$ cat src/design/atp_pkg.sv
// Shared types, character codes and event codes for the AT response parser.
`timescale 1ns / 1ps

package atp_pkg;

	localparam int unsigned CountW = 7;
	localparam logic [3:0] CLOSED_LEN = 4'd10;

	localparam logic [7:0] CH_PLUS    = 8'h2B;
	localparam logic [7:0] CH_PROMPT  = 8'h3E;
	localparam logic [7:0] CH_COLON   = 8'h3A;
	localparam logic [7:0] CH_COMMA   = 8'h2C;
	localparam logic [7:0] CH_NEWLINE = 8'h0A;
	localparam logic [7:0] CH_ZERO    = 8'h30;

	localparam logic [15:0] TIMEOUT_DEFAULT = 16'd60000;

	localparam logic [1:0] EV_NONE    = 2'd0;
	localparam logic [1:0] EV_LINE    = 2'd1;
	localparam logic [1:0] EV_PAYLOAD = 2'd2;
	localparam logic [1:0] EV_PROMPT  = 2'd3;

	localparam logic [1:0] TMR_NONE  = 2'd0;
	localparam logic [1:0] TMR_CLEAR = 2'd1;
	localparam logic [1:0] TMR_LOAD  = 2'd2;

	typedef enum logic [2:0] {
		MODE_LINE   = 3'b001,
		MODE_IPD    = 3'b010,
		MODE_PROMPT = 3'b100
	} rx_mode_t;

	typedef struct packed {
		rx_mode_t          mode;
		logic              ipd_phase;
		logic [CountW-1:0] count;
		logic [7:0]        length_accum;
		logic [7:0]        remaining;
		logic              close_ok;
	} parse_state_t;

	typedef struct packed {
		logic [7:0]        echo_byte;
		logic [CountW-1:0] store_index;
		logic [1:0]        event_res;
		logic              closed_line;
		logic [CountW-1:0] message_length;
		logic [1:0]        timer_action;
	} parse_result_t;

	// Characters of the closed-connection line "0,CLOSED\r\n"
	function automatic logic [7:0] closed_char(input logic [3:0] pos);
		logic [7:0] c;
		unique case (pos)
			4'd0:    c = 8'h30;
			4'd1:    c = 8'h2C;
			4'd2:    c = 8'h43;
			4'd3:    c = 8'h4C;
			4'd4:    c = 8'h4F;
			4'd5:    c = 8'h53;
			4'd6:    c = 8'h45;
			4'd7:    c = 8'h44;
			4'd8:    c = 8'h0D;
			4'd9:    c = 8'h0A;
			default: c = 8'h00;
		endcase
		return c;
	endfunction

endpackage

$ cat src/design/atp_step.sv
// Per-byte classification logic: next parser state and the result for one byte.
`timescale 1ns / 1ps

module atp_step #(
	parameter int unsigned BUFFER_DEPTH = 128
) (
	input  logic [7:0]            rx_byte,
	input  atp_pkg::parse_state_t cur,
	output atp_pkg::parse_state_t nxt,
	output atp_pkg::parse_result_t res
);
	import atp_pkg::*;

	logic [CountW-1:0] p;
	logic [CountW:0]   inc;
	logic [CountW-1:0] next_idx;
	logic              ok;
	logic              entering;
	rx_mode_t          mode_eff;
	logic              phase_eff;
	logic [7:0]        rem_dec;
	logic [7:0]        acc_mul;

	assign p        = cur.count;
	assign inc      = {1'b0, p} + {{CountW{1'b0}}, 1'b1};
	assign next_idx = (inc >= (CountW+1)'(BUFFER_DEPTH)) ? '0 : inc[CountW-1:0];
	assign rem_dec  = cur.remaining - 8'd1;
	assign acc_mul  = {cur.length_accum[4:0], 3'b000} + {cur.length_accum[6:0], 1'b0};

	always_comb begin
		ok = (p == '0) ? 1'b1 : cur.close_ok;
		ok = ok && (p < CountW'(CLOSED_LEN)) && (rx_byte == closed_char(p[3:0]));
	end

	always_comb begin
		entering  = 1'b0;
		mode_eff  = cur.mode;
		phase_eff = cur.ipd_phase;
		if (cur.mode == MODE_LINE && p == '0 && rx_byte == CH_PLUS) begin
			entering  = 1'b1;
			mode_eff  = MODE_IPD;
			phase_eff = 1'b0;
		end else if (cur.mode == MODE_LINE && p == '0 && rx_byte == CH_PROMPT) begin
			mode_eff = MODE_PROMPT;
		end
	end

	always_comb begin
		nxt              = cur;
		nxt.mode         = mode_eff;
		nxt.ipd_phase    = phase_eff;
		nxt.close_ok     = ok;
		nxt.count        = next_idx;
		if (entering)
			nxt.length_accum = '0;

		res.echo_byte      = rx_byte;
		res.store_index    = p;
		res.event_res      = EV_NONE;
		res.closed_line    = 1'b0;
		res.message_length = '0;
		res.timer_action   = TMR_NONE;

		unique case (mode_eff)
			MODE_LINE: begin
				if (rx_byte == CH_NEWLINE) begin
					res.event_res      = EV_LINE;
					res.message_length = next_idx;
					if (ok && p == CountW'(CLOSED_LEN - 4'd1)) begin
						res.closed_line  = 1'b1;
						res.timer_action = TMR_CLEAR;
					end
					nxt.count    = '0;
					nxt.close_ok = 1'b1;
				end
			end
			MODE_IPD: begin
				if (!phase_eff) begin
					priority if (rx_byte == CH_COLON) begin
						nxt.remaining = cur.length_accum;
						nxt.count     = '0;
						nxt.close_ok  = 1'b1;
						nxt.ipd_phase = 1'b1;
					end else if (rx_byte == CH_COMMA) begin
						nxt.length_accum = '0;
					end else if (rx_byte != CH_PLUS || p != '0) begin
						nxt.length_accum = acc_mul + rx_byte - CH_ZERO;
					end
				end else begin
					nxt.remaining = rem_dec;
					if (rem_dec == 8'd0) begin
						res.event_res      = EV_PAYLOAD;
						res.message_length = next_idx;
						res.timer_action   = TMR_LOAD;
						nxt.ipd_phase      = 1'b0;
						nxt.mode           = MODE_LINE;
						nxt.count          = '0;
						nxt.close_ok       = 1'b1;
					end
				end
			end
			default: begin
				// prompt: report and fall back to line mode
				res.event_res      = EV_PROMPT;
				res.message_length = next_idx;
				nxt.mode           = MODE_LINE;
				nxt.count          = '0;
				nxt.close_ok       = 1'b1;
			end
		endcase
	end

endmodule

$ cat src/design/at_response_stream_parser.sv
// Top level of the AT response stream parser: beat registers, parser state, config.
`timescale 1ns / 1ps

// AT response stream parser.
// Input channel: in_valid / in_ready carry one received character (rx_byte)
// per beat. Output channel: out_valid / out_ready carry one result per input
// beat: the echoed byte, its buffer index, the event code, the closed-line
// flag, the message length and the timer action.
// Configuration: cfg_valid / cfg_ready write timeout_reload (cfg_data); the
// port is always ready and must be written only while the block is idle (the
// block itself does not enforce this). The current reload value stands on
// timeout_reload for the connection timer. An accepted beat goes into the
// input register, then through one pass of the classification logic into
// the result register, which drives out_valid.
// Throughput: one byte per cycle while the receiver keeps out_ready high;
// back-to-back beats are then taken without gaps.
// Reset (arst_n low): line mode, store index zero, closed-line match armed,
// timeout_reload back to 60000, both beat registers empty.
// Receiver stall: the result register holds its beat, the input register keeps
// the next byte, and in_ready drops once both are full.

module at_response_stream_parser #(
	parameter int unsigned BUFFER_DEPTH = 128
) (
	input  logic        clk,
	input  logic        arst_n,
	input  logic        in_valid,
	output logic        in_ready,
	input  logic [7:0]  rx_byte,
	output logic        out_valid,
	input  logic        out_ready,
	output logic [7:0]  echo_byte,
	output logic [6:0]  store_index,
	output logic [1:0]  event_res,
	output logic        closed_line,
	output logic [6:0]  message_length,
	output logic [1:0]  timer_action,
	input  logic        cfg_valid,
	output logic        cfg_ready,
	input  logic [15:0] cfg_data,
	output logic [15:0] timeout_reload
);
	import atp_pkg::*;

	logic          valid_s1;
	logic [7:0]    byte_s1;
	logic          advance;
	parse_state_t  state_q;
	parse_state_t  state_next;
	parse_result_t res_comb;
	parse_result_t res_s2;
	logic          valid_s2;
	logic [15:0]   timeout_reload_q;

	assign advance   = valid_s1 && (!valid_s2 || out_ready);
	assign in_ready  = !valid_s1 || advance;
	assign cfg_ready = 1'b1;

	atp_step #(
		.BUFFER_DEPTH(BUFFER_DEPTH)
	) u_step (
		.rx_byte(byte_s1),
		.cur    (state_q),
		.nxt    (state_next),
		.res    (res_comb)
	);

	always_ff @(posedge clk or negedge arst_n) begin
		if (!arst_n) begin
			valid_s1 <= 1'b0;
		end else if (in_ready) begin
			valid_s1 <= in_valid;
		end
	end

	always_ff @(posedge clk) begin
		if (in_valid && in_ready) begin
			byte_s1 <= rx_byte;
		end
	end

	always_ff @(posedge clk or negedge arst_n) begin
		if (!arst_n) begin
			state_q.mode         <= MODE_LINE;
			state_q.ipd_phase    <= 1'b0;
			state_q.count        <= '0;
			state_q.length_accum <= '0;
			state_q.remaining    <= '0;
			state_q.close_ok     <= 1'b1;
		end else if (advance) begin
			state_q <= state_next;
		end
	end

	// hold the result beat until the receiver takes it
	always_ff @(posedge clk or negedge arst_n) begin
		if (!arst_n) begin
			valid_s2 <= 1'b0;
		end else if (advance) begin
			valid_s2 <= 1'b1;
		end else if (out_ready) begin
			valid_s2 <= 1'b0;
		end
	end

	always_ff @(posedge clk) begin
		if (advance) begin
			res_s2 <= res_comb;
		end
	end

	// reload value for the connection timer, taken when a frame ends
	always_ff @(posedge clk or negedge arst_n) begin
		if (!arst_n) begin
			timeout_reload_q <= TIMEOUT_DEFAULT;
		end else if (cfg_valid && cfg_ready) begin
			timeout_reload_q <= cfg_data;
		end
	end

	assign out_valid      = valid_s2;
	assign echo_byte      = res_s2.echo_byte;
	assign store_index    = res_s2.store_index;
	assign event_res      = res_s2.event_res;
	assign closed_line    = res_s2.closed_line;
	assign message_length = res_s2.message_length;
	assign timer_action   = res_s2.timer_action;
	assign timeout_reload = timeout_reload_q;

endmodule
$ cat config.mk
export PLATFORM = sky130hd
export DESIGN_NAME = at_response_stream_parser
export DESIGN_NICKNAME = d
export VERILOG_FILES = /design/src/design/atp_pkg.sv /design/src/design/atp_step.sv /design/src/design/at_response_stream_parser.sv
export SDC_FILE = /design/constraint.sdc
export NUM_CORES = 1
export LEC_CHECK = 0
export BUFFER_PORTS_ARGS = -buffer_cell sky130_fd_sc_hd__buf_2
export CORE_MARGIN = 2
export CORE_UTILIZATION = 56
export CTS_CLUSTER_DIAMETER = 200
export DETAILED_ROUTE_END_ITERATION = 7
export HOLD_SLACK_MARGIN = 0.06
export PLACE_DENSITY = 0.79
export RECOVER_POWER = 50
export SYNTH_ARGS = -nofsm -noshare
export SYNTH_HDL_FRONTEND = slang
export SYNTH_SLANG_ARGS = --single-unit
$ cat constraint.sdc
create_clock -name clk -period 3.7 [get_ports clk]
set_clock_uncertainty 0.05 [all_clocks]
set_input_delay 0.185 -clock clk [delete_from_list [all_inputs] [get_ports clk]]
set_output_delay 0.185 -clock clk [all_outputs]
set_load 0.02 [all_outputs]
==> key figures <==
Floorplanning
  – Chip height: 91.8 um
  – Number of rows created at floorplan: 32
  – Die area: roughly 8400 um2
  – Initial Utilization: a little under three fifths
  – Top-level port count: between 70 and 80
  – Core Area: 7610 um2
  – Die width: 91.8 um

Synth
  – Synth warnings: 0
  – Synth top area share: 24.4%
  – Synth area leaders: sky130_fd_sc_hd__edfxtp_1, sky130_fd_sc_hd__dfrtp_1, sky130_fd_sc_hd__dfstp_2, sky130_fd_sc_hd__ha_1, sky130_fd_sc_hd__mux2_2
  – Syn avg cell area: 11.2 um2
  – Sequential-to-total area share from yosys stat: 51.3%
  – Post-synthesis cell type count: 68
  – Commonest register cell after synthesis: sky130_fd_sc_hd__dfrtp_1
  – Cell area after synthesis: 4310 um2
  – Number of enable-type register cells in the synthesized netlist: 35
  – Cells after Synth: 384
  – Number of flip-flops and latches in the synthesized netlist: 81
  – Number of nets produced by synthesis: 436
  – Async set or reset register ratio after synthesis: 56.8%
  – Cell type with the largest total area after synthesis: sky130_fd_sc_hd__edfxtp_1

Final layout
  – Multi-input logic area: around 1900 um2
  – Syn-to-layout area delta: 20.4%
  – Top library cells by usage in the layout, fill and taps aside: sky130_fd_sc_hd__clkbuf_1, sky130_fd_sc_hd__dfrtp_1, sky130_fd_sc_hd__edfxtp_1
  – ANT cells: 0
  – Utilization after layout: 68.3%
  – Number of non-filler instances in the completed layout: a little under 600
  – Fillers: 590
  – Nets: roughly 530
  – FF+latch area: around 2200 um2
  – Post-route cell area: 5190 um2
  – Layout cells sized above 1: around 17%
  – Most common library cell in the layout ignoring fill and taps: sky130_fd_sc_hd__clkbuf_1

Global route
  – Total global routing track utilization: 23.3%
  – Largest net degree at the start of global routing: 47
  – Via count of the first global-routing pass: around 3200
  – Initial antenna violation count: 0
  – Wire length of the first global-routing pass: 15300 um
  – GRT overflow: 0

Worst setup path
  – Worst stage delay on the critical path: 0.56 ns
  – Arrival time at the worst endpoint: 3.12 ns
  – Most common cell on crit path: sky130_fd_sc_hd__inv_1
  – Worst-path cell chain: inv_1, fa_1, inv_1, ha_1, ha_1, inv_1, fa_1, inv_1, a21o_1, a21oi_1, xnor2_1, nor2_1, a211oi_1
  – Critical path startpoint: byte_s1[3]
  – Startpoint of the worst-slack reg-to-reg timing path: byte_s1[3]
  – Cell with the largest stage delay on the worst path: sky130_fd_sc_hd__fa_1
  – Critical Path Fanout Max: 6
  – Class of the most critical setup path: reg2reg
  – Category of the worst setup path launch point: register
  – Crit end category: register
  – CP required: 3.92 ns

Placed design
  – Routability-driven placement congestion ratio: 0.873
  – Dpl hpwl: 6300 um
  – DP Area: 4750 um2
  – DP Cell Count: 547
  – Post-placement worst setup slack: 0.842 ns
  – Input/output buffers: 73

Run status
  – Violated checks: max-capacitance violations, max-slew violations
  – Status: finished, violations left

Timing
  – Final Hold Fails: 0
  – Relative slew slack: -72.4%
  – Max Fclk: 345 MHz
  – Unrepaired setup endpoints after global routing: no
  – Final Cycle Share: 78.3%
  – Accumulated negative setup slack: 0 ns
  – Number of max-slew violations in the final report: 47
  – Final setup violation count: 0
  – Slew at the pin closest to its max-slew limit: 2.59 ns
  – Crit path setup slack, layout: roughly 0.80 ns
  – Clock period minus worst slack: 2.90 ns
  – Worst hold-check slack: slightly above 0.09 ns

Clock tree
  – TritonCTS clock tree: done
  – Post-CTS setup buffer count: 0
  – Number of buffers added by the clock tree synthesis step: 9
  – Clock slew seen by the registers of the worst setup and hold paths: approximately 0.080 ns
  – Insertion delay of the later-clocked pin in the worst-skew pair: 0.36 ns
  – Clock tree buffer depth: 2
  – Htree depth: 3
  – Post-CTS resize count: 0
  – Cts hold-fix bufs: 26
  – Clock sink count: between 80 and 90
  – Buffer type at the clock tree root: sky130_fd_sc_hd__clkbuf_8

Pwr
  – Pleak: 2.14 nW
  – Power density over cell area: 464 nW/um2
  – Total chip power: about 2.4 mW
  – IR Drop Worst-Case VDD: 0.000266 V

Detailed routing
  – Number of violations reported at the end of detailed-routing iteration 0: 230
  – Vias per cell: 5.65
  – 1st-pass router iterations: 4
  – Met2 wirelength from detailed routing: 4460 um
  – Post-route antenna net violation count: 0
  – Via count: 3326
  – Total wire length after detailed routing: 9450 um
  – Top layer used by detailed routing: met4
  – Routed wl met3: 552 um
  – Wire length per cell: 16.0 um
  – Detailed-route DRC error count: 0
  – Detailed-route wire length on metal 1: 4280 um

Hold path
  – Worst hold path type: in2reg
  – Origin of the worst min-delay path: out_ready

Flow run
  – Max-capacitance violation count: 1
[cell families after synthesis]
family | count (synthesis) | synth area share, %
simple gates | 109 | 14.5
other cells | 1 | 0.0869
compound gates | 89 | 13.5
xor+xnor | 15 | 3.05
flops | 81 | 51.3
buf+inv | 43 | 4.21
mux | 23 | 5.83
fa+ha+maj | 23 | 7.54
[metal layers]
| metal | up-vias | track usage (%) |
|---|---|---|
| met5 | - | 0 |
| met4 | 0 | 8.58 |
| met3 | 16 | 5.01 |
| met2 | 122 | 38.2 |
| met1 | 1597 | 30.6 |
| li1 | 1591 | - |
[cell type report]
| type | instances | share of cell area [%] |
|---|---|---|
| Timing Repair Buffer | 102 | 11.4 |
| Inverter | 28 | 2.02 |
| Multi-Input combinational cell | 260 | 36.9 |
| Tap cell | 102 | 2.46 |
| Clock buffer | 14 | 3.83 |
| Sequential cell | 81 | 42.6 |
| Clock inverter | 2 | 0.747 |
[synthesized netlist by cell type (5+ instances only)]
master and count:
sky130_fd_sc_hd__nand2b_1 7, sky130_fd_sc_hd__xnor2_1 14, sky130_fd_sc_hd__buf_2 7, sky130_fd_sc_hd__nand3_1 13, sky130_fd_sc_hd__a21oi_1 15, sky130_fd_sc_hd__mux2i_1 6
sky130_fd_sc_hd__inv_1 28, sky130_fd_sc_hd__mux2_2 17, sky130_fd_sc_hd__nand2_1 23, sky130_fd_sc_hd__ha_1 18, sky130_fd_sc_hd__dfstp_2 9, sky130_fd_sc_hd__fa_1 5
sky130_fd_sc_hd__clkbuf_1 6, sky130_fd_sc_hd__o21ai_0 24, sky130_fd_sc_hd__a21o_1 5, sky130_fd_sc_hd__edfxtp_1 35, sky130_fd_sc_hd__dfrtp_1 37, sky130_fd_sc_hd__nor3_1 5
sky130_fd_sc_hd__nor2_1 22
[worst max-delay path, delay by kind of cell (launching register included)]
kind | cells | cell delay, ns
flops | 1 | 0.46
xor+xnor | 1 | 0.15
buf+inv | 4 | 0.29
fa+ha+maj | 4 | 1.26
simple gates | 1 | 0.06
compound gates | 3 | 0.54
[report_power, final]
part / internal [mW] / switching (mW) / leakage, nW / total (mW)
clock network: 0.423 / 0.316 / 0.121 / 0.739
registers: 1.04 / 0.127 / 0.875 / 1.17
logic: 0.221 / 0.283 / 1.14 / 0.504
[worst paths after layout]
path / cells past startpoint / to / slack (ns)
min in group asynchronous: 2 / state_q[20] / 1.14
max in group asynchronous: 2 / state_q[3] / 1.01
worst max register to register: 13 / state_q[16] / 0.80
worst min-delay path: 3 / valid_s1 / 0.09
worst max-delay path: 13 / state_q[16] / 0.80
worst min register to register: 2 / state_q[0] / 0.46
[registers in the layout (all words and copies together) (netlist names)]
| name | cells |
|---|---|
| message_length | 7 |
| closed_line | 1 |
| byte_s1 | 8 |
| state_q | 28 |
| event_res | 2 |
| valid_s1 | 1 |
| out_valid | 1 |
| store_index | 7 |
| timeout_reload | 16 |
| timer_action | 2 |
| echo_byte | 8 |
Power figures use the tool's default switching activity.
